===== src/design/uet_pkg.sv =====
// Shared constants, operation codes, controller states and control structs of the edge table.
package uet_pkg;

   // Table capacity and vertex width.
   localparam int MAX_EDGES   = 1024;
   localparam int VERTEX_BITS = 16;

   // Derived widths: entry address, entry count (holds MAX_EDGES itself), stored entry.
   localparam int ADDR_W  = $clog2(MAX_EDGES);
   localparam int COUNT_W = $clog2(MAX_EDGES + 1);
   localparam int EDGE_W  = 2 * VERTEX_BITS;
   localparam int KIND_W  = 2;

   // Operation codes; any other code behaves as a query.
   localparam logic [KIND_W-1:0] KIND_INSERT = 2'd0;
   localparam logic [KIND_W-1:0] KIND_REMOVE = 2'd1;

   // Controller states.
   typedef enum logic [2:0] {
      ST_IDLE,
      ST_SCAN,
      ST_MOVE_RD,
      ST_MOVE_WR,
      ST_RESULT
   } state_type;

   // Commands from the controller to the datapath.
   typedef struct packed {
      logic req_ready;    // Take a request beat this cycle.
      logic scan_en;      // Step the table scan.
      logic capture_hit;  // Record the matching entry's position.
      logic commit_miss;  // Apply the outcome of a scan that found nothing.
      logic move_rd;      // Read the last entry.
      logic move_wr;      // Write the last entry into the freed slot.
      logic rsp_load;     // Load the response register.
   } cmd_type;

   // Status from the datapath to the controller.
   typedef struct packed {
      logic req_valid;    // A request beat is offered.
      logic match;        // The entry under compare matches the edge.
      logic miss;         // Every entry in use was compared without a match.
      logic is_remove;    // The held operation is a remove.
      logic rsp_free;     // The response register can take a new result.
   } status_type;

endpackage


===== src/design/uet_controller.sv =====
// Controller state machine that sequences scan, removal refill and response of the edge table.
module uet_controller (
   input  logic                 clock,
   input  logic                 reset,
   input  uet_pkg::status_type  status,
   output uet_pkg::cmd_type     cmd
);

   uet_pkg::state_type state_ff, state_in;

   // State register.
   always_ff @(posedge clock) begin
      if (reset) begin
         state_ff <= uet_pkg::ST_IDLE;
      end else begin
         state_ff <= state_in;
      end
   end

   // Next state.
   always_comb begin
      state_in = state_ff;
      case (state_ff)
         uet_pkg::ST_IDLE: begin
            if (status.req_valid) begin
               state_in = uet_pkg::ST_SCAN;
            end
         end
         uet_pkg::ST_SCAN: begin
            if (status.match && status.is_remove) begin
               state_in = uet_pkg::ST_MOVE_RD;
            end else if (status.match || status.miss) begin
               state_in = uet_pkg::ST_RESULT;
            end
         end
         uet_pkg::ST_MOVE_RD: begin
            state_in = uet_pkg::ST_MOVE_WR;
         end
         uet_pkg::ST_MOVE_WR: begin
            state_in = uet_pkg::ST_RESULT;
         end
         uet_pkg::ST_RESULT: begin
            if (status.rsp_free) begin
               state_in = uet_pkg::ST_IDLE;
            end
         end
         default: begin
            state_in = uet_pkg::ST_IDLE;
         end
      endcase
   end

   // Commands for each state.
   always_comb begin
      cmd = '0;
      case (state_ff)
         uet_pkg::ST_IDLE: begin
            cmd.req_ready = 1'b1;
         end
         uet_pkg::ST_SCAN: begin
            cmd.scan_en     = 1'b1;
            cmd.capture_hit = status.match;
            cmd.commit_miss = status.miss;
         end
         uet_pkg::ST_MOVE_RD: begin
            cmd.move_rd = 1'b1;
         end
         uet_pkg::ST_MOVE_WR: begin
            cmd.move_wr = 1'b1;
         end
         uet_pkg::ST_RESULT: begin
            cmd.rsp_load = status.rsp_free;
         end
         default: begin
            cmd = '0;
         end
      endcase
   end

endmodule


===== config.mk =====
export PLATFORM = sky130hd
export DESIGN_NAME = uet_controller
export DESIGN_NICKNAME = d
export VERILOG_FILES = /design/src/design/uet_pkg.sv /design/src/design/uet_controller.sv
export SDC_FILE = /design/constraint.sdc
export NUM_CORES = 1
export LEC_CHECK = 0
export ABC_CLOCK_PERIOD_IN_PS = 1300
export BUFFER_PORTS_ARGS = -buffer_cell sky130_fd_sc_hd__buf_4
export CORE_AREA = 2 2 39 41
export DETAILED_ROUTE_END_ITERATION = 6
export DIE_AREA = 0 0 41 43
export GPL_ROUTABILITY_DRIVEN = 0
export GPL_TIMING_DRIVEN = 0
export PLACE_DENSITY = 0.44
export SLEW_MARGIN = 20
export SYNTH_ARGS = -nofsm -noshare
export SYNTH_HDL_FRONTEND = slang
export SYNTH_SLANG_ARGS = --single-unit

===== constraint.sdc =====
create_clock -name clock -period 1.3 [get_ports clock]
set_input_delay 0.065 -clock clock [delete_from_list [all_inputs] [get_ports clock]]
set_output_delay 0.065 -clock clock [all_outputs]
set_load 0.02 [all_outputs]

# Word level (Yosys, flattened, before mapping)

Index checks and enable logic that the tools add are counted.

Flip-flop bits (word level): 3
Bits of input ports: 7
Output and inout bits: 7
Word-level logic and storage cells: 22

Eq/ne operators: 7
Multiplexer cells: 10
Reduce and logical (&&, ||, !) cells: 4

Operators with widths:

| operator                                                        | number |
|---|---|
| 3-bit two-way mux                                               | 5 |
| 3-bit one-hot mux with 5 select lines                           | 1 |
| 3-bit by 2-bit == test with 1-bit output, second input constant | 2 |
| 1-bit two-way mux                                               | 4 |
| 2-bit != test, second input constant                            | 2 |
| 3-bit by 1-bit == test with 1-bit output, second input constant | 1 |
| 3-bit == test, second input constant                            | 1 |
| 3-bit zero test                                                 | 1 |
| 3-bit != test, second input constant                            | 1 |
| 3-bit AND reduction                                             | 1 |
| 1-bit logical AND                                               | 1 |
| 1-bit logical OR                                                | 1 |

# Depth between registers and ports, before layout

Depth after elaboration: 4
Depth in mapped cells: 4
Mapped depth without buffers: 3

# Worst setup path after synthesis

Ideal clock, no wire load.

Path type: register to output
Start: register state_ff[2]
End: output cmd[3] in the netlist's numbering
Data arrival time: 1146 ps
Required time: 1235 ps
Setup slack: 89 ps
Cell stages (with the launch flop): 4
Path buffers: 0
Path through: dfxtp_1 nand2b_1 nor2_1 and2_1

RTL lines:

| item                   | RTL line             | text |
|---|---|---|
| start, declared        | uet_controller.sv:9  | `uet_pkg::state_type state_ff, state_in;` |
| start signal, assigned | uet_controller.sv:14 | `state_ff <= uet_pkg::ST_IDLE;` |
| start signal, assigned | uet_controller.sv:16 | `state_ff <= state_in;` |
| end, declared          | uet_controller.sv:6  | `output uet_pkg::cmd_type cmd` |

==> metrics <==
number of fill cells 170; I/O Buffers 13; Clock Pin Slew Worst Setup and Hold Paths 0.04 ns; multi-input logic area 135.1 um2; remaining global-route overflow 0; r2r setup slk 0.29 ns; pwr dens 1068 nW/um2; clk_lat worst skew 0.23 ns; Mapped Cells 26; post-synthesis sequential area ratio 0.3000; largest registers state_ff: 3 flops; final cell count without fillers 59; vias in the first global route 230; Worst R2R Start state_ff[1]; slew margin rel. 0.8644; Area Overhead vs Synth 78.12%; CORE AREA 1384 um2; final setup fails 0; RSZ-0062 raised after global routing false; crit end category output pin; routed length per instance 9.322 um; clock buffer depth 2; initial drt markers 0; HP Class primary input to flop; effective utilization at floorplan 0.1447; Die Area 1763 um2; Max Cap Violations 0; Critical Path Start Type flop; clock skew 0.00003604 ns; Site Rows 14; initial antenna violation count 0; Routed Antenna Nets 0; Leak 0.0001555 uW; post-placement cell count 55; setup_tns 0 ns; Post-CTS Hold Fix Bufs 0; Hold Path Cell Cnt 2; IO Pins 14; first-pass GRT wire length 1014 um; max reg flops 3; Synth Register Bits 3; DRC viols 0; H-tree depth 1; root buffer cell clkbuf_4; minimum clock period 1.191 ns; Worst VDD drop 249.1 uV; CTS Buf Count 3; syn_area_per_cell 7.700 um2; Detail Placement HPWL 435.5 um; Reg with most FFs state_ff; status completed; Fin. Hold Viols 0; Critical Path AT 1.13 ns; die width 41 um; critical path class flop to output pin; r2r worst-path depth 3; Via Count 239; n_diodes 0; CP max FO 7; GRT Total Usage 0.08717; vias per inst 4.051; Die H 43 um; Yosys warning count 0; Critical Path RT 1.24 ns; min-delay src reset; nets 51; Cell variety after synth 15; register area 62.56 um2; drt total wl 550 um; layout cells sized above 1 0.5116; Hold Path End state_ff[0]; CTS tree built; Worst-Margin Slew 0.2019 ns; DR pass1 iterations 1; clock sink count 3; critical register-to-register path endpoint state_ff[0]; Post-Synthesis Cell Area 200.2 um2; Max Clk Rate 839.9 MHz; Final Cycle Share 0.9158; Mapped Nets 33; largest net degree at the start of global routing 9; Fin Hold WS 0.02291 ns; max-slew violations 0
==> synthesized netlist by cell type, drive strengths merged <==
library cell,number,area (um2)
inv,1,3.750
nand2b,2,12.51
o31a,1,8.760
and3,1,6.260
and2,2,12.51
dfxtp,3,60.06
a211oi,1,7.510
nor4,1,12.51
nor2,5,18.77
nor2b,2,12.51
nand3,1,5.000
nor3,3,15.01
nand4,1,6.260
o31ai,1,7.510
buf,1,11.26
==> worst max-delay path, stage by stage (launching register included) <==
cell      delay, ns
dfxtp_2        0.34
nand2b_4       0.15
nor2_2         0.13
and2_1         0.14
buf_4          0.13
==> worst max path at each step <==
stage	from	end	slack, ns
after floorplan	state_ff[2]	cmd[3]	0.09
after global placement	state_ff[0]	cmd[3]	0.23
after detailed placement	state_ff[0]	cmd[4]	0.22
after CTS	state_ff[2]	cmd[4]	0.02
after global routing	state_ff[2]	cmd[3]	0.03
final	state_ff[2]	cmd[4]	0.11
==> report_power, final <==
| part | internal [uW] | total (uW) | switching (uW) |
|---|---|---|---|
| Clock | 115 | 161 | 46.2 |
| Sequential | 100 | 112 | 11.5 |
| Combinational | 55.4 | 108 | 52.4 |
==> area by class of cell <==
type,count,area share
flip-flops and latches,3,0.1754
plain buffers,1,0.03158
well taps,16,0.05614
multi-input cells,21,0.3789
clock buffers,4,0.07368
inverters,1,0.01053
repair buffers,13,0.2737
==> timing repair <==
| action | 4_1_cts | 5_1_grt |
|---|---|---|
| pin swaps | 0 | 1 |
| setup buffers | 0 | 0 |
| endpoints found under the hold margin | 0 | 0 |
| resized for setup | 2 | 2 |
| setup endpoints to repair | 2 | 2 |
==> metal layers <==
| layer | track usage | vias to the layer above | part of all wire |
|---|---|---|---|
| met5 | 0 | - | 0 |
| met4 | 0.08000 | 0 | 0 |
| met3 | 0.01571 | 0 | 0.091 |
| met2 | 0.1125 | 10 | 0.47 |
| met1 | 0.1150 | 103 | 0.44 |
| li1 | - | 126 | - |
==> placed cells by master, fill, tap and decap left out, drive strengths merged, types with 2 or more instances in the layout <==
master,n
nor2,5
dfxtp,3
clkbuf,4
nor3,3
nand2b,2
and2,2
buf,14
nor2b,2
==> cell families after synthesis <==
kind of cell / synth area share
flops: 0.3000
compound gates: 0.1188
buf+inv: 0.07498
simple gates: 0.5062
==> metrics by stage <==
stage          utilization  setup slack, ns  area, um2  total power, uW
3_5_place_dp        0.2297           0.2169      317.8            215.1
3_3_place_gp        0.2297           0.2266      317.8            215.2
4_1_cts             0.2505          0.02490      346.6            384.7
2_1_floorplan            -          0.08900      200.2            165.0
6_report            0.2577           0.1094      356.6            381.0
5_1_grt             0.2577          0.03230      356.6            417.9
Note: power is estimated with default switching activity, not from simulation.
